File: src/rtl/core/assert_macros.svh
// Assertion macros shared by the decoder RTL.
// No dependencies; each macro expects clk and rst in scope.
`ifndef ASSERT_MACROS_SVH
`define ASSERT_MACROS_SVH

// Same-cycle implication, disabled during reset
`define ASSERT_SAME(label, ante, cons) \
  label: assert property (@(posedge clk) disable iff (rst) (ante) |-> (cons)) \
    else $error("assertion failed");

// Next-cycle implication, disabled during reset
`define ASSERT_NEXT(label, ante, cons) \
  label: assert property (@(posedge clk) disable iff (rst) (ante) |=> (cons)) \
    else $error("assertion failed");

`endif

File: src/rtl/core/pbd_pkg.sv
// Shared types and constants of the PackBits scanline decoder.
// No dependencies; imported by every decoder module.
package pbd_pkg;

  localparam logic [7:0]  SKIP_CODE        = 8'h80;
  localparam logic [15:0] LINE_WIDTH_RESET = 16'd320;
  localparam int          QUEUE_DEPTH      = 4;
  localparam int          QPTR_W           = $clog2(QUEUE_DEPTH);
  localparam int          TDATA_W          = 40;

  // Decoding phase of the stream parser
  typedef enum logic [1:0] {
    PH_CTRL = 2'd0,
    PH_LIT  = 2'd1,
    PH_REP  = 2'd2
  } phase_t;

  typedef enum logic {
    CMD_LIT = 1'b0,
    CMD_REP = 1'b1
  } cmd_kind_t;

  // One unit of work for the back end
  typedef struct packed {
    cmd_kind_t   kind;
    logic [7:0]  data;
    logic        last;   // final byte of a literal run
    logic [7:0]  count;  // repeat count, 2..128
  } cmd_t;

  // Status from the back end for checking
  typedef struct packed {
    logic        load_eol;
    logic [15:0] column;
  } back_stat_t;

endpackage

File: src/rtl/core/packbits_scanline_decoder_core.sv
// An accepted data byte is stored in the command queue and then registered into
// the output word. Throughput: one input byte per cycle; the back end expands a
// repeat run into words of up to four pixels, and input stalls once the
// four-entry command queue fills. Control bytes produce no output.
// Reset (rst, synchronous) clears phase, queue, column and output valid, and
// sets line_width to 320.
`include "assert_macros.svh"

module packbits_scanline_decoder_core (
  input  logic        clk,
  input  logic        rst,
  // Configuration: line_width
  input  logic        cfg_valid,
  output logic        cfg_ready,
  input  logic [15:0] cfg_data,
  // Compressed stream in
  input  logic        s_tvalid,
  output logic        s_tready,
  input  logic [7:0]  s_tdata,   // [7:0] in_byte
  // Pixel words out
  output logic        m_tvalid,
  input  logic        m_tready,
  output logic [39:0] m_tdata,   // [7:0] lane0, [15:8] lane1, [23:16] lane2,
                                 // [31:24] lane3, [34:32] lane_count, rest zero
  output logic        m_tlast,   // end_of_line
  output logic        m_tuser    // [0] run_overrun
);
  import pbd_pkg::*;

  logic       push, q_full, q_pop, q_valid;
  cmd_t       push_cmd, q_cmd;
  back_stat_t bk_stat;

  assign cfg_ready = 1'b1;

  pbd_front u_front (
    .clk      (clk),
    .rst      (rst),
    .in_valid (s_tvalid),
    .in_ready (s_tready),
    .in_byte  (s_tdata),
    .q_full   (q_full),
    .push     (push),
    .push_cmd (push_cmd)
  );

  pbd_queue u_queue (
    .clk        (clk),
    .rst        (rst),
    .push       (push),
    .push_cmd   (push_cmd),
    .full       (q_full),
    .pop        (q_pop),
    .head_valid (q_valid),
    .head_cmd   (q_cmd)
  );

  pbd_back u_back (
    .clk       (clk),
    .rst       (rst),
    .cfg_valid (cfg_valid),
    .cfg_data  (cfg_data),
    .q_valid   (q_valid),
    .q_cmd     (q_cmd),
    .pop       (q_pop),
    .m_tvalid  (m_tvalid),
    .m_tready  (m_tready),
    .m_tdata   (m_tdata),
    .m_tlast   (m_tlast),
    .m_tuser   (m_tuser),
    .stat      (bk_stat)
  );

  // Checks
  `ASSERT_SAME(a_lane_count_range, m_tvalid, (m_tdata[34:32] != 3'd0) && (m_tdata[34:32] <= 3'd4))
  `ASSERT_SAME(a_overrun_on_eol, m_tvalid && m_tuser, m_tlast)
  `ASSERT_SAME(a_unused_lanes_zero, m_tvalid && (m_tdata[34:32] == 3'd1), m_tdata[31:8] == 24'd0)
  `ASSERT_NEXT(a_eol_wraps_column, bk_stat.load_eol, bk_stat.column == 16'd0)

endmodule

File: src/rtl/core/pbd_front.sv
// Front end: accepts stream bytes, tracks the PackBits phase and issues commands.
// Depends on pbd_pkg.
module pbd_front (
  input  logic          clk,
  input  logic          rst,
  input  logic          in_valid,
  output logic          in_ready,
  input  logic [7:0]    in_byte,
  input  logic          q_full,
  output logic          push,
  output pbd_pkg::cmd_t push_cmd
);
  import pbd_pkg::*;

  phase_t     phase, phase_next;
  logic [7:0] run_left, run_left_next;
  logic       accept;

  assign in_ready = !q_full;
  assign accept   = in_valid && in_ready;

  // Next phase and run length
  always_comb begin
    phase_next    = phase;
    run_left_next = run_left;
    if (accept) begin
      unique case (phase)
        PH_LIT: begin
          run_left_next = run_left - 8'd1;
          if (run_left == 8'd1) phase_next = PH_CTRL;
        end
        PH_REP: begin
          phase_next = PH_CTRL;
        end
        default: begin
          if (in_byte == SKIP_CODE) begin
            phase_next = PH_CTRL;
          end else if (!in_byte[7]) begin
            phase_next    = PH_LIT;
            run_left_next = in_byte + 8'd1;
          end else begin
            phase_next    = PH_REP;
            run_left_next = 8'(9'd257 - {1'b0, in_byte});
          end
        end
      endcase
    end
  end

  // Command issue
  always_comb begin
    push          = 1'b0;
    push_cmd.kind = CMD_LIT;
    push_cmd.data = in_byte;
    push_cmd.last = (run_left == 8'd1);
    push_cmd.count = run_left;
    unique case (phase)
      PH_LIT: begin
        push = accept;
      end
      PH_REP: begin
        push          = accept;
        push_cmd.kind = CMD_REP;
      end
      default: begin
        push = 1'b0;
      end
    endcase
  end

  always_ff @(posedge clk) begin
    if (rst) begin
      phase    <= PH_CTRL;
      run_left <= '0;
    end else begin
      phase    <= phase_next;
      run_left <= run_left_next;
    end
  end

endmodule

File: src/rtl/core/pbd_queue.sv
// Short command queue between front and back end.
// Depends on pbd_pkg for the command type and depth.
module pbd_queue (
  input  logic          clk,
  input  logic          rst,
  input  logic          push,
  input  pbd_pkg::cmd_t push_cmd,
  output logic          full,
  input  logic          pop,
  output logic          head_valid,
  output pbd_pkg::cmd_t head_cmd
);
  import pbd_pkg::*;

  cmd_t              slots [QUEUE_DEPTH];
  logic [QPTR_W-1:0] wr_ptr;
  logic [QPTR_W-1:0] rd_ptr;
  logic [QPTR_W:0]   fill;
  logic              do_pop;

  assign full       = (fill == (QPTR_W+1)'(QUEUE_DEPTH));
  assign head_valid = (fill != '0);
  assign head_cmd   = slots[rd_ptr];
  assign do_pop     = pop && head_valid;

  // Store incoming command
  always_ff @(posedge clk) begin
    if (push && !full) slots[wr_ptr] <= push_cmd;
  end

  // Advance pointers and fill level
  always_ff @(posedge clk) begin
    if (rst) begin
      wr_ptr <= '0;
      rd_ptr <= '0;
      fill   <= '0;
    end else begin
      if (push && !full) wr_ptr <= wr_ptr + 1'b1;
      if (do_pop) rd_ptr <= rd_ptr + 1'b1;
      fill <= fill + (QPTR_W+1)'(push && !full) - (QPTR_W+1)'(do_pop);
    end
  end

endmodule

File: src/rtl/core/pbd_back.sv
// Back end: expands commands into pixel words, tracks column and line end.
// Depends on pbd_pkg; holds the line width register and the output register.
module pbd_back (
  input  logic                    clk,
  input  logic                    rst,
  input  logic                    cfg_valid,
  input  logic [15:0]             cfg_data,
  input  logic                    q_valid,
  input  pbd_pkg::cmd_t           q_cmd,
  output logic                    pop,
  output logic                    m_tvalid,
  input  logic                    m_tready,
  output logic [pbd_pkg::TDATA_W-1:0] m_tdata,
  output logic                    m_tlast,
  output logic                    m_tuser,
  output pbd_pkg::back_stat_t     stat
);
  import pbd_pkg::*;

  logic [15:0] line_width;
  logic [15:0] column, column_next;
  logic        rep_busy;
  logic [7:0]  rep_left;
  logic        ovr_seen;

  logic        out_free, step, is_lit, emit;
  logic [15:0] room;
  logic [16:0] col_inc;
  logic [7:0]  left;
  logic [2:0]  n_rep, res_n;
  logic        res_eol, res_ovr;
  logic [31:0] lanes;

  assign out_free = !m_tvalid || m_tready;
  assign step     = q_valid && out_free;
  assign is_lit   = (q_cmd.kind == CMD_LIT);
  assign emit     = step && !(is_lit && ovr_seen);
  assign left     = rep_busy ? rep_left : q_cmd.count;

  // Room left on the line, at least one
  always_comb begin
    col_inc = {1'b0, column} + 17'd1;
    room    = (col_inc >= {1'b0, line_width}) ? 16'd1 : (line_width - column);
  end

  // Size and flags of the next word
  always_comb begin
    n_rep = (left > 8'd4) ? 3'd4 : left[2:0];
    if ({13'b0, n_rep} > room) n_rep = room[2:0];
    if (is_lit) begin
      res_n   = 3'd1;
      res_eol = (room == 16'd1);
      res_ovr = res_eol && !q_cmd.last;
    end else begin
      res_n   = n_rep;
      res_eol = ({13'b0, n_rep} == room);
      res_ovr = res_eol && (left != {5'b0, n_rep});
    end
    lanes[7:0]   = q_cmd.data;
    lanes[15:8]  = (res_n > 3'd1) ? q_cmd.data : 8'd0;
    lanes[23:16] = (res_n > 3'd2) ? q_cmd.data : 8'd0;
    lanes[31:24] = (res_n > 3'd3) ? q_cmd.data : 8'd0;
    column_next  = res_eol ? 16'd0 : (column + {13'b0, res_n});
  end

  // Pop a literal each step, a repeat once it is used up or hits line end
  assign pop = step && (is_lit || res_eol || (left == {5'b0, n_rep}));

  // Control state
  always_ff @(posedge clk) begin
    if (rst) begin
      line_width <= LINE_WIDTH_RESET;
      column     <= '0;
      rep_busy   <= 1'b0;
      rep_left   <= '0;
      ovr_seen   <= 1'b0;
      m_tvalid   <= 1'b0;
    end else begin
      if (cfg_valid) line_width <= cfg_data;
      if (emit) column <= column_next;
      if (step && !is_lit) begin
        rep_busy <= !pop;
        rep_left <= left - {5'b0, n_rep};
      end
      if (step && is_lit) begin
        if (q_cmd.last) ovr_seen <= 1'b0;
        else if (emit && res_eol) ovr_seen <= 1'b1;
      end
      if (out_free) m_tvalid <= emit;
    end
  end

  // Output word register
  always_ff @(posedge clk) begin
    if (emit) begin
      m_tdata <= {5'b0, res_n, lanes};
      m_tlast <= res_eol;
      m_tuser <= res_ovr;
    end
  end

  assign stat.load_eol = emit && res_eol;
  assign stat.column   = column;

endmodule

File: config.mk
export PLATFORM = sky130hd
export DESIGN_NAME = packbits_scanline_decoder_core
export DESIGN_NICKNAME = d
export VERILOG_FILES = /design/src/rtl/core/pbd_pkg.sv /design/src/rtl/core/packbits_scanline_decoder_core.sv /design/src/rtl/core/pbd_front.sv /design/src/rtl/core/pbd_queue.sv /design/src/rtl/core/pbd_back.sv
export VERILOG_INCLUDE_DIRS = /design/src /design/src/rtl/core
export SDC_FILE = /design/constraint.sdc
export NUM_CORES = 1
export LEC_CHECK = 0
export BUFFER_PORTS_ARGS = -buffer_cell sky130_fd_sc_hd__buf_2
export CAP_MARGIN = 40
export CORE_ASPECT_RATIO = 1.2
export CORE_MARGIN = 1
export CORE_UTILIZATION = 65
export DETAILED_ROUTE_END_ITERATION = 6
export PLACE_DENSITY = 0.85
export SLEW_MARGIN = 20
export SYNTH_ARGS = -nofsm -noshare
export SYNTH_HDL_FRONTEND = slang
export SYNTH_SLANG_ARGS = --single-unit
File: constraint.sdc
create_clock -name clk -period 14.6 [get_ports clk]
set_clock_uncertainty 0.2 [all_clocks]
set_input_delay 2.92 -clock clk [delete_from_list [all_inputs] [get_ports clk]]
set_output_delay 2.92 -clock clk [all_outputs]
set_load 0.05 [all_outputs]
* After elaboration in Yosys (flattened, before gate mapping)
Memory sizes are Yosys's and may differ from the RTL's. A register that Yosys moved wholly into a read port is not among the register bits.
Index checks and enable logic that the tools add are counted.
** Storage, ports and cells
- Logic and storage cells :: 97
- Memories :: 1
- Bits in read-only memories :: 0
- Latch bits :: 0
- RAM bits :: 72
- Output and inout bits :: 45
- Bits of input ports :: 29
- Register bits :: 97
** Memory list
- u_queue.slots :: depth 4, width 18, read ports 1, clocked after memory_dff 1, write ports 1, line pbd_queue.sv:15 : cmd_t slots [QUEUE_DEPTH];
** Cells by class
- Bitwise logic cells :: 2
- Shift operators :: 0
- Muxes and demuxes :: 23
- Order comparisons :: 6
- Divide/modulo/power cells :: 0
- Add/sub/neg operators :: 11
- Equal/unequal tests :: 11
- $mul :: 0
- Reduce and logical (&&, ||, !) cells :: 26
** Operators with widths (number)
- two-way mux 16 bit :: 2
- two-way mux 8 bit :: 3
- adder 16 x 1 -> 17 bit (second input constant) :: 1
- greater-or-equal comparator 17 x 16 -> 1 bit :: 1
- adder 16 x 3 -> 16 bit :: 1
- equality test 16 x 1 -> 1 bit (second input constant) :: 1
- equality test 3 x 16 -> 1 bit :: 1
- greater-than comparator 3 x 16 -> 1 bit :: 1
- case mux 8 bit (2 select lines) :: 1
- subtractor 16 bit :: 1
- logical AND 1 bit :: 12
- two-way mux 2 bit :: 5
- two-way mux 3 bit :: 3
- adder 8 x 1 -> 8 bit (second input constant) :: 1
- equality test 8 x 1 -> 1 bit (second input constant) :: 1
- equality test 8 x 3 -> 1 bit :: 1
- equality test 8 bit (second input constant) :: 1
- greater-than comparator 8 x 3 -> 1 bit (second input constant) :: 1
- two-way mux 1 bit :: 8
- inequality test 8 x 3 -> 1 bit :: 1
- subtractor 1 x 8 -> 8 bit (first input constant) :: 1
- subtractor 8 x 1 -> 8 bit (second input constant) :: 1
- subtractor 8 x 3 -> 8 bit :: 1
- greater-than comparator 3 x 2 -> 1 bit (second input constant) :: 2
- other kinds (18) :: 27

* Logic depth before layout (Yosys ltp)
Gate-level depths: netlist (run 1).
- Word-level depth :: 13
- Gate-level depth with buffers :: 32
- Depth with buffers taken out :: 30

* Cells and area by module
Synthesis (run 1) repeated with hierarchy kept, for this count alone.
** Unflattened totals
- Cell total of the unflattened synthesis :: 885
- Area, all modules :: 9669.3 µm²
** By module, submodules not included
- pbd_back :: area each 5456.5 µm², sequential area each 1971.9 µm², cells an instance 595, instances 1
- pbd_queue :: area each 3106.7 µm², sequential area each 2342.2 µm², cells an instance 143, instances 1
- pbd_front :: area each 1094.8 µm², sequential area each 200.2 µm², cells an instance 145, instances 1
- packbits_scanline_decoder_core :: area each 11.3 µm², sequential area each 0.0 µm², cells an instance 2, instances 1

* Worst setup path after synthesis (run 1)
OpenSTA, ideal clock, no wires.
- Path type :: reg-to-reg
- Start :: register u_back.column[1]
- End :: register u_queue.fill[2]
- Buffers on the path :: 2
- Cell stages (with the launch flop) :: 33
- Period minus slack after synthesis :: 6.389 ns
- Data required time :: 14.272 ns
- Data arrival time :: 6.062 ns
- Path slack :: 8.211 ns
- Library setup time :: 0.128 ns
- Cell sequence :: dfxtp_1 -> ha_1 -> nand3_1 -> nor2_1 -> nand4_1 -> xnor2_1 -> ha_1 -> nand4_1 -> o41ai_1 -> o211ai_1 -> and2_1 -> clkbuf_1 -> and2_1 -> clkbuf_1 -> nand2_1 -> ha_1 -> nor2b_1 -> o21ai_0 -> inv_1 -> o21a_1 -> nand3_1 -> mux2i_1 -> nor2_2 -> ha_1 -> and3_1 -> a31oi_1 -> a21oi_2 -> ha_1 -> inv_1 -> ha_1 -> fa_1 -> xnor2_1 -> nor2_1
** On the way
- Cells in the longest elaborated chain, start to end :: 12
- Elaborated cells on any way between the ends :: 15
- Classes of those cells :: add/sub (3); order compare (2); eq/ne (3); mux (3); reduce/logical (4)
** RTL lines
- from (decl) :: line pbd_back.sv:21 : logic [15:0] column, column_next;
- from (signal assigned) :: line pbd_back.sv:80 : if (emit) column <= column_next;
- adder 16 x 1 -> 17 bit :: line pbd_back.sv:42 : col_inc = {1'b0, column} + 17'd1;
- greater-or-equal comparator 17 x 16 -> 1 bit :: line pbd_back.sv:43 : room = (col_inc >= {1'b0, line_width}) ? 16'd1 : (line_width - column);
- two-way mux 16 bit * :: line pbd_back.sv:43
- greater-than comparator 3 x 16 -> 1 bit :: line pbd_back.sv:49 : if ({13'b0, n_rep} > room) n_rep = room[2:0];
- two-way mux 3 bit :: line pbd_back.sv:49
- equality test 3 x 16 -> 1 bit :: line pbd_back.sv:56 : res_eol = ({13'b0, n_rep} == room);
- two-way mux 1 bit :: line pbd_back.sv:50 : if (is_lit) begin
- logical OR 1 bit :: line pbd_back.sv:67 : assign pop = step && (is_lit || res_eol || (left == {5'b0, n_rep}));
- logical OR 1 bit * :: line pbd_back.sv:67
- logical AND 1 bit * :: line pbd_back.sv:67
- logical AND 1 bit * :: line pbd_queue.sv:24 : assign do_pop = pop && head_valid;
- named net u_queue.do_pop :: line pbd_queue.sv:19 : logic do_pop;
- subtractor 3 x 1 -> 3 bit * :: line pbd_queue.sv:40 : fill <= fill + (QPTR_W+1)'(push && !full) - (QPTR_W+1)'(do_pop);
- to (signal assigned) :: line pbd_queue.sv:40
- to (decl) :: line pbd_queue.sv:18 : logic [QPTR_W:0] fill;
Mark *: on every way through the listed nets, which the timed path passes. The rest lies on a longest branch.
A chain may end at the register's enable or synchronous reset.

* Worst setup path in the final report (run 1)
- Start :: register u_back.column[0]
- End :: register u_queue.fill[2]
The elaborated chain is that of the path after synthesis.

==> run_results.csv, run 1 <==
group,metric,value,unit
job,drv_cap,0,
clock_tree,cts.sinks,171,
sta,max_slew_margin,42.1,%
yosys,synth_warnings,0,
clock_tree,cts_tree,"yes",
global_routing,grt_pass1_vias,7203,
clock_tree,clock_latency,0.43,ns
routing,vias,7276,
critical_path,path_max_fanout,8,
yosys,synthesis.instances,898,
critical_path,cp-startpoint,"u_back.column[0]$_SDFFE_PP0P_",
min_path,holdPathStages,2,
critical_path,cp_common_cell,"ha_1",
sta,fin_worst_hold_slack,0.252,ns
yosys,async_flop_share,0,%
pwr,cellLeakagePower,0.00404,µW
critical_path,start_kind,"flop",
yosys,synth_edf_count,109,
critical_path,cpMaxStageDelayCell,"dfxtp_1",
critical_path,crit_required,14.69,ns
place,hpwl,16100,µm
run_status,outcome,"finished, violations left",
global_routing,grtUsageTotal,30.8,%
routing,routed_wl,22500,µm
min_path,min_path_type,"flop to flop",
global_routing,grt_pass1_wl,35800,µm
critical_path,worstRegToRegCells,29,
floorplan,pin_count,74,
routing,wire_per_inst,19.7,µm
pwr,ir_drop,0.000149,V
yosys,ys_seq_area_share,47.7,%
critical_path,crit_type,"flop to flop",
cells_and_area,area_growth,11.8,%
yosys,synth_cell_type_count,81,
cells_and_area,n_antenna_cell,0,
routing,drc,3,
floorplan,row_count,47,
floorplan,start_util,67.6,%
critical_path,end_kind,"flop",
sta,finalSetupTns,0,ns
pwr,powerDensity,194,nW/µm²
yosys,synth_area_per_cell,10.5,µm²
clock_tree,htree_levels,4,
place,port_buffers,67,
cells_and_area,final_common_cell,"edfxtp_1",
clock_tree,ctsResizeCount,0,
yosys,ys_seq_elements,171,
sta,slew_violations,0,
clock_tree,clockBufferDepth,2,
sta,rsz0062_at_grt,"no",
place,place_congestion,0.934,
cells_and_area,multi_input_area,4510,µm²
min_path,hp-start,"u_back.rep_left[4]$_SDFFE_PP0P_",
clock_tree,root_buffer,"clkbuf_16",
critical_path,slowest_delay,0.46,ns
cells_and_area,fillers,923,
clock_tree,cts_buffers,17,
clock_tree,cts_setup_buffers,0,
routing,ant_nets,0,
sta,finalCritPeriodShare,49.9,%
routing,via_per_inst,6.35,
yosys,synthFlopType,"edfxtp_1",
routing,drt-pass1-iter-count,7,
yosys,syn_area,9460,µm²
sta,min_period,7.29,ns
global_routing,antenna_found_initial,0,
floorplan,core,14000,µm²
clock_tree,path_clk_slew,0.07,ns
cells_and_area,register_area,4510,µm²
critical_path,worstPathArrival,7.38,ns
global_routing,grt_overflow,0,
run_status,violations,"DRC",
sta,tightest_slew,0.861,ns
sta,fmax,0.137,GHz
global_routing,grt_max_degree,61,
cells_and_area,nNetsFinal,1050,
cells_and_area,drive_gt1_share,15.0,%
floorplan,die_area,15000,µm²
critical_path,rr_startpoint,"u_back.column[0]$_SDFFE_PP0P_",
floorplan,die_w,112,µm
cells_and_area,final_cell_mix,"edfxtp_1, nor2_1, inv_1",
sta,hold_violations,0,
sta,finalSetupViolCount,0,
routing,drt_iter0_drc,557,
clock_tree,cts_hold_buf,0,
floorplan,die_h,134,µm
cells by family (layout without fill, tap and decap cells):
logic type	after synthesis	after routing	share of synthesized area [%]
and+or+nand+nor	271	271	14.3
other	2	6	0.0794
AOI/OAI and AO/OA	186	186	13.6
DFF	171	171	47.7
buffers and inverters	112	185	4.83
adders and majority gates	59	59	8.12
xor gates and xnor gates	44	44	4.07
muxes	53	53	7.29
critical path, delay by kind of cell, from the launching register on:
family / cells / cell delay [ns]
buf+inv: 2 / 0.12
fa+ha+maj: 7 / 2.02
flops: 1 / 0.46
compound gates: 7 / 1.76
mux: 1 / 0.32
xor+xnor: 2 / 0.32
simple gates: 10 / 1.94
state kept, by name, indices dropped and copies added, names as in the netlist, named ones only:
name               count
u_back.rep_left        8
u_front.phase          2
u_back.line_width     16
u_front.run_left       8
u_back.ovr_seen        1
u_queue.fill           3
u_queue.wr_ptr         2
u_back.m_tuser         1
u_back.m_tlast         1
u_back.m_tvalid        1
u_back.column         16
u_back.rep_busy        1
u_queue.slots         72
u_queue.rd_ptr         2
u_back.m_tdata        35
per-layer routing:
metal  track usage (%)  up-vias  routed length (µm)
met3              5.83       78                1070
met4              16.1        0                 917
met2              56.9      266               12100
met5                 0        -                   0
li1                  -     3432                   -
met1              33.4     3500                8450
report_power, final:
| group | switching, µW | internal [µW] | total, µW |
|---|---|---|---|
| combinational | 614 | 272 | 886 |
| sequential | 56.3 | 644 | 700 |
| clock | 216 | 249 | 465 |
| total | 886 | 1170 | 2050 |
synthesized netlist by cell type, drive strengths merged, types with 9 or more instances:
master | number | share of area (%)
edfxtp | 109 | 35
nor2 | 83 | 3.3
inv | 73 | 2.9
dfxtp | 62 | 13
ha | 55 | 7.3
nand2 | 52 | 2.1
a21oi | 47 | 2.6
xnor2 | 35 | 3.2
mux2i | 34 | 3.6
nand3 | 30 | 1.6
o21ai | 29 | 1.5
a211oi | 27 | 2.1
nor3 | 24 | 1.3
clkbuf | 21 | 0.83
buf | 17 | 1.1
and2 | 14 | 0.95
nor2b | 13 | 0.89
mux4 | 12 | 2.9
o211ai | 11 | 0.87
a31oi | 10 | 0.66
nor4 | 9 | 0.66
xor2 | 9 | 0.83
final cells by class:
class | instances | area share [%]
Sequential cell | 171 | 42.7
Multi-Input combinational cell | 619 | 42.6
Timing Repair Buffer | 79 | 4.26
Clock buffer | 18 | 4.06
Inverter | 74 | 2.62
Tap cell | 171 | 2.02
Clock inverter | 14 | 1.80
metrics by stage:
| stage | power [µW] | utilization [%] | instance area (µm²) | setup WS (ns) | instances |
|---|---|---|---|---|---|
| 6_report | 2050 | 75.6 | 10600 | 7.31 | 1146 |
| 5_1_grt | 2140 | 75.6 | 10600 | 6.81 | 1146 |
| 4_1_cts | 2040 | 75.5 | 10600 | 7.38 | 1144 |
| 3_5_place_dp | 1570 | 71.1 | 9950 | 7.47 | 1112 |
| 3_3_place_gp | 1550 | 70.6 | 9890 | 7.75 | 1107 |
| 2_1_floorplan | 1360 | - | 9480 | 8.21 | 902 |
path summary, 6_finish.rpt:
kind / slack (ns) / endpoint
worst max-delay path: 7.31 / u_queue.fill[2]$_SDFF_PP0_
worst min-delay path: 0.25 / u_back.rep_left[4]$_SDFFE_PP0P_
worst max register to register: 7.31 / u_queue.fill[2]$_SDFF_PP0_
worst min register to register: 0.25 / u_back.rep_left[4]$_SDFFE_PP0P_
Note: power is estimated with default switching activity, not from simulation.
==> inputs of run 2 (changes only) <==
--- a/config.mk
+++ b/config.mk
@@ -6,13 +6,14 @@
 export SDC_FILE = /design/constraint.sdc
 export NUM_CORES = 1
 export LEC_CHECK = 0
+export ABC_AREA = 1
 export BUFFER_PORTS_ARGS = -buffer_cell sky130_fd_sc_hd__buf_2
 export CAP_MARGIN = 40
 export CORE_ASPECT_RATIO = 1.2
 export CORE_MARGIN = 1
-export CORE_UTILIZATION = 65
+export CORE_UTILIZATION = 61
 export DETAILED_ROUTE_END_ITERATION = 6
-export PLACE_DENSITY = 0.85
+export PLACE_DENSITY = 0.81
 export SLEW_MARGIN = 20
 export SYNTH_ARGS = -nofsm -noshare
 export SYNTH_HDL_FRONTEND = slang
==> constraint.sdc (replaced) <==
create_clock -name clk -period 6.9 [get_ports clk]
set_clock_uncertainty 0.2 [all_clocks]
set_input_delay 1.38 -clock clk [delete_from_list [all_inputs] [get_ports clk]]
set_output_delay 1.38 -clock clk [all_outputs]
set_load 0.05 [all_outputs]
==> run_results.csv, run 2 <==
group,metric,value,unit
sta,finalCritPeriodShare,91.6,%
routing,drt_iter0_drc,560,
yosys,synthTopCellsByArea,"edfxtp_1, dfxtp_1, nand2_1",
global_routing,grt_pass1_vias,7144,
critical_path,crit_type,"flop to flop",
cells_and_area,final_common_cell,"nand2_1",
clock_tree,ctsResizeCount,0,
floorplan,row_count,49,
yosys,synth_most_common_cell,"nand2_1",
place,dpl_cell_area,9980,µm²
routing,vias,7615,
yosys,synth_cell_type_count,52,
routing,drt-pass1-iter-count,5,
yosys,synthesis.instances,1113,
critical_path,slowest_delay,0.42,ns
routing,wire_per_inst,15.1,µm
pwr,cellLeakagePower,0.00476,µW
job,drv_cap,0,
critical_path,cpMaxStageDelayCell,"dfxtp_1",
pwr,powerDensity,420,nW/µm²
cells_and_area,n_antenna_cell,0,
clock_tree,cts_setup_buffers,0,
routing,drc,0,
cells_and_area,finish.utilization,70.3,%
cells_and_area,final_cell_mix,"nand2_1, inv_1, edfxtp_1",
sta,slew_violations,0,
yosys,synth_warnings,0,
critical_path,worstPathArrival,6.44,ns
sta,fmax,0.158,GHz
sta,rsz0062_at_grt,"no",
cells_and_area,final_cell_area,10600,µm²
clock_tree,cts_buffers,17,
sta,max_slew_margin,39.8,%
floorplan,die_w,116,µm
yosys,synthFlopType,"edfxtp_1",
place,port_buffers,67,
yosys,synthTopCellsByCount,"nand2_1, inv_1, edfxtp_1, nor2_1, a21oi_1",
yosys,synth_top_cell_area_share,34.5,%
cells_and_area,nNetsFinal,1269,
sta,tightest_slew,0.895,ns
critical_path,end_kind,"flop",
global_routing,grtUsageTotal,28.0,%
pwr,ir_drop,0.000240,V
yosys,synth_edf_count,109,
critical_path,crit_required,7.02,ns
sta,hold_violations,0,
routing,via_per_inst,5.45,
pwr,power,4450,µW
floorplan,start_util,62.9,%
yosys,ys_seq_area_share,47.6,%
min_path,min_path_type,"flop to flop",
clock_tree,cts.sinks,171,
cells_and_area,drive_gt1_share,14.9,%
clock_tree,cts_tree,"yes",
clock_tree,htree_levels,4,
sta,finalSetupViolCount,0,
cells_and_area,reg_top3,"u_queue.slots x72, u_back.m_tdata x35",
clock_tree,path_clk_slew,0.07,ns
sta,finalSetupTns,0,ns
sta,min_period,6.32,ns
yosys,synth_area_per_cell,8.52,µm²
floorplan,pin_count,74,
global_routing,grt_max_degree,45,
cells_and_area,fillers,1160,
clock_tree,root_buffer,"clkbuf_16",
cells_and_area,largest_reg_flops,72,
critical_path,path_max_fanout,11,
global_routing,grt_overflow,0,
cells_and_area,area_growth,11.8,%
run_status,outcome,"complete, no violations",
clock_tree,clock_latency,0.44,ns
place,place_congestion,0.908,
yosys,ys_seq_elements,171,
global_routing,grt_pass1_wl,34600,µm
clock_tree,clockBufferDepth,2,
routing,routed_wl,21100,µm
yosys,syn_area,9490,µm²
yosys,synth_top_cell_by_area,"edfxtp_1",
routing,ant_nets,0,
floorplan,core,15100,µm²
cells_and_area,regMostFlops,"u_queue.slots",
critical_path,r2r_slack,0.58,ns
clock_tree,cts_hold_buf,0,
place,hpwl,15100,µm
global_routing,antenna_found_initial,0,
floorplan,die_h,139,µm
floorplan,die_area,16100,µm²
yosys,async_flop_share,0,%
critical_path,start_kind,"flop",
run 2: changes by cell type in the layout (fill, tap and decap cells not counted), sizes merged, moves of 24 or more:
cell / before / now
mux2i: 34 / 0
nand3: 30 / 56
nor2: 83 / 121
inv: 81 / 174
o21ai: 29 / 62
nand2: 52 / 253
xnor2: 35 / 11
a21oi: 47 / 72
run 2: report_power, final:
group	total, µW	switching (µW)	internal [µW]
registers	1500	103	1390
clock network	993	438	554
logic	1960	1440	524
run 2: final timing paths:
kind | start | endpoint | cells past startpoint
min reg2reg | u_back.rep_left[1]$_SDFFE_PP0P_ | u_back.rep_left[1]$_SDFFE_PP0P_ | 2
max | u_back.column[3]$_SDFFE_PP0P_ | u_queue.fill[2]$_SDFF_PP0_ | 40
min | u_back.rep_left[1]$_SDFFE_PP0P_ | u_back.rep_left[1]$_SDFFE_PP0P_ | 2
max reg2reg | u_back.column[3]$_SDFFE_PP0P_ | u_queue.fill[2]$_SDFF_PP0_ | 40
run 2: critical path, delay by kind of cell, from the launching register on:
kind | cells | cell delay (ns)
fa+ha+maj | 6 | 1.70
xor+xnor | 1 | 0.17
simple gates | 18 | 2.01
buf+inv | 8 | 0.56
compound gates | 7 | 1.13
flops | 1 | 0.42
run 2: cell families (layout without fill, tap and decap cells):
family,after synthesis,after routing,share of synthesized area [%]
adders and majority gates,59,59,8.10
DFF,171,171,47.6
buffers and inverters,201,278,8.69
and+or+nand+nor,474,474,22.1
other,2,6,0.0792
xor gates and xnor gates,36,36,3.32
AOI/OAI and AO/OA,170,170,10.1
run 2: through the flow:
stage          hold WS, ns  instances  worst slack, ns
2_1_floorplan        0.225       1117             1.29
3_3_place_gp         0.256       1366            0.936
3_5_place_dp         0.266       1366            0.681
4_1_cts              0.279       1398            0.495
5_1_grt              0.307       1398           0.0232
6_report             0.274       1398            0.581
run 2: per-layer routing:
layer	GRT usage [%]	share of wire, %	up-vias
li1	-	-	3790
met1	38.3	44	3547
met2	44.8	48	250
met3	4.85	5.8	28
met4	9.65	1.8	0
met5	0	0	-
run 2: layout make-up:
type,count,area (µm²),area share [%]
inverter,170,641,6.04
clock buffer,17,425,4.01
clock inverter,15,196,1.85
sequential,171,4520,42.6
multi-input combinational,745,4170,39.3
timing repair buffer,76,403,3.80
tap,204,255,2.41
==> inputs of run 3 (changes only) <==
--- a/config.mk
+++ b/config.mk
@@ -7,7 +7,7 @@
 export NUM_CORES = 1
 export LEC_CHECK = 0
 export ABC_AREA = 1
-export BUFFER_PORTS_ARGS = -buffer_cell sky130_fd_sc_hd__buf_2
+export BUFFER_PORTS_ARGS = -buffer_cell sky130_fd_sc_hd__clkbuf_2
 export CAP_MARGIN = 40
 export CORE_ASPECT_RATIO = 1.2
 export CORE_MARGIN = 1
==> run_results.csv, run 3 (synthesized netlist as in run 2, its figures left out) <==
group,metric,value,unit
floorplan,start_util,62.9,%
critical_path,cp_common_cell,"nand2_1",
cells_and_area,largest_reg_flops,72,
routing,ant_nets,0,
run_status,outcome,"complete, no violations",
global_routing,met1_usage,33.9,%
pwr,p_int,2400,µW
routing,drc,0,
sta,min_period,6.28,ns
floorplan,die_w,116,µm
clock_tree,cts_hold_buf,0,
critical_path,r2r_slack,0.62,ns
sta,finalSetupTns,0,ns
clock_tree,cts_setup_buffers,0,
floorplan,core,15100,µm²
critical_path,crit_required,7.02,ns
pwr,p_sw_share,45.2,%
place,hpwl,14800,µm
global_routing,grt-busiest-layer,"met2",
critical_path,rr_startpoint,"u_back.column[1]$_SDFFE_PP0P_",
cells_and_area,final_common_cell,"nand2_1",
global_routing,grtUsageTotal,26.5,%
global_routing,use_met2,44.1,%
global_routing,grt_overflow,0,
clock_tree,cts.sinks,171,
cells_and_area,nNetsFinal,1271,
global_routing,grt_max_degree,46,
cells_and_area,fillers,1180,
min_path,hold_path_end,"u_back.rep_left[1]$_SDFFE_PP0P_",
pwr,pwr-share-seq,34.2,%
sta,max_slew_margin,54.6,%
critical_path,start_kind,"flop",
sta,finalSetupViolCount,0,
pwr,combinationalPowerShare,44.5,%
job,drv_cap,0,
cells_and_area,register_area,4520,µm²
clock_tree,cts_tree,"yes",
pwr,power,4380,µW
cells_and_area,regMostFlops,"u_queue.slots",
min_path,min_path_type,"flop to flop",
pwr,p_clk_share,21.3,%
routing,routed_wl,20500,µm
place,port_buffers,67,
cells_and_area,n_antenna_cell,0,
critical_path,cpMaxStageDelayCell,"dfxtp_2",
sta,rsz0062_at_grt,"no",
pwr,switching_power,1980,µW
routing,via_per_inst,5.40,
critical_path,r2r-end,"u_queue.fill[2]$_SDFF_PP0_",
global_routing,grt_pass1_wl,32900,µm
routing,vias,7566,
clock_tree,htree_levels,4,
sta,slew_violations,0,
routing,drt_iter0_drc,535,
pwr,ir_drop,0.000292,V
routing,drt-pass1-iter-count,5,
clock_tree,clock_latency,0.43,ns
clock_tree,clockBufferDepth,2,
global_routing,grtUsageMet3,5.33,%
place,place_congestion,0.911,
critical_path,end_kind,"flop",
sta,fmax,0.159,GHz
global_routing,grt_pass1_vias,7113,
pwr,cellLeakagePower,0.00476,µW
cells_and_area,area_growth,11.8,%
clock_tree,path_clk_slew,0.07,ns
routing,wire_per_inst,14.6,µm
floorplan,die_h,139,µm
floorplan,pin_count,74,
clock_tree,root_buffer,"clkbuf_16",
global_routing,antenna_found_initial,0,
critical_path,path_max_fanout,11,
floorplan,die_area,16100,µm²
min_path,holdPathStages,2,
min_path,hp-start,"u_back.rep_left[1]$_SDFFE_PP0P_",
sta,finalCritPeriodShare,91.0,%
critical_path,worstRegToRegCells,40,
cells_and_area,final_cell_mix,"nand2_1, inv_1, edfxtp_1",
critical_path,worstPathArrival,6.39,ns
cells_and_area,drive_gt1_share,15.0,%
cells_and_area,multi_input_area,4160,µm²
sta,tightest_slew,0.676,ns
floorplan,row_count,49,
sta,hold_violations,0,
critical_path,slowest_delay,0.40,ns
clock_tree,cts_buffers,17,
critical_path,crit_type,"flop to flop",
cells_and_area,reg_top3,"u_queue.slots x72, u_back.m_tdata x35",
pwr,powerDensity,413,nW/µm²
clock_tree,ctsResizeCount,0,
[run 3: worst max path at each step]
| stage | from | endpoint | slack [ns] | cells past startpoint |
|---|---|---|---|---|
| final | u_back.column[1]$_SDFFE_PP0P_ | u_queue.fill[2]$_SDFF_PP0_ | 0.62 | 40 |
| after global routing | u_back.column[1]$_SDFFE_PP0P_ | u_queue.fill[2]$_SDFF_PP0_ | 0.02 | 40 |
| after CTS | u_back.column[1]$_SDFFE_PP0P_ | u_queue.fill[2]$_SDFF_PP0_ | 0.53 | 40 |
| after detailed placement | u_back.column[1]$_SDFFE_PP0P_ | u_queue.fill[2]$_SDFF_PP0_ | 0.64 | 40 |
| after global placement | u_back.column[2]$_SDFFE_PP0P_ | u_queue.fill[2]$_SDFF_PP0_ | 0.86 | 40 |
| after floorplan | u_back.column[1]$_SDFFE_PP0P_ | u_queue.fill[2]$_SDFF_PP0_ | 1.29 | 41 |
[run 3: power by group through the flow]
stage / logic (µW) / registers [µW] / clock network, µW
after global placement: 1890 / 1510 / 0
after floorplan: 1120 / 1900 / 0
after CTS: 1940 / 1500 / 938
after detailed placement: 1920 / 1520 / 0
final: 1950 / 1500 / 933
after global routing: 2150 / 1530 / 972
[run 3: through the flow]
stage	std cells	hold WS, ns	utilization (%)	instance area [µm²]	worst slack, ns
final	1400	0.270	70.3	10600	0.623
after global routing	1400	0.291	70.3	10600	0.0247
after CTS	1399	0.272	70.3	10600	0.530
after detailed placement	1367	0.261	66.3	10000	0.644
after global placement	1366	0.252	66.1	9980	0.855
after floorplan	1117	0.225	-	9500	1.29
[run 3: area by class of cell]
class	instances	area share [%]
Timing Repair Buffer	78	4.10
Tap cell	204	2.41
Clock inverter	15	1.62
Clock buffer	17	4.01
Multi-Input combinational cell	745	39.2
Sequential cell	171	42.6
Inverter	170	6.04
[run 3: critical path, delay by kind of cell (launching register included)]
kind / cells / cell delay, ns
fa+ha+maj: 6 / 1.68
xor+xnor: 1 / 0.16
compound gates: 7 / 0.98
buf+inv: 7 / 0.43
flops: 1 / 0.40
simple gates: 19 / 2.30
[run 3: metal layers]
metal / vias to the layer above / share of wire [%]
met5: - / 0
met4: 0 / 2.0
met3: 41 / 6.1
met2: 284 / 49
met1: 3448 / 43
li1: 3793 / -
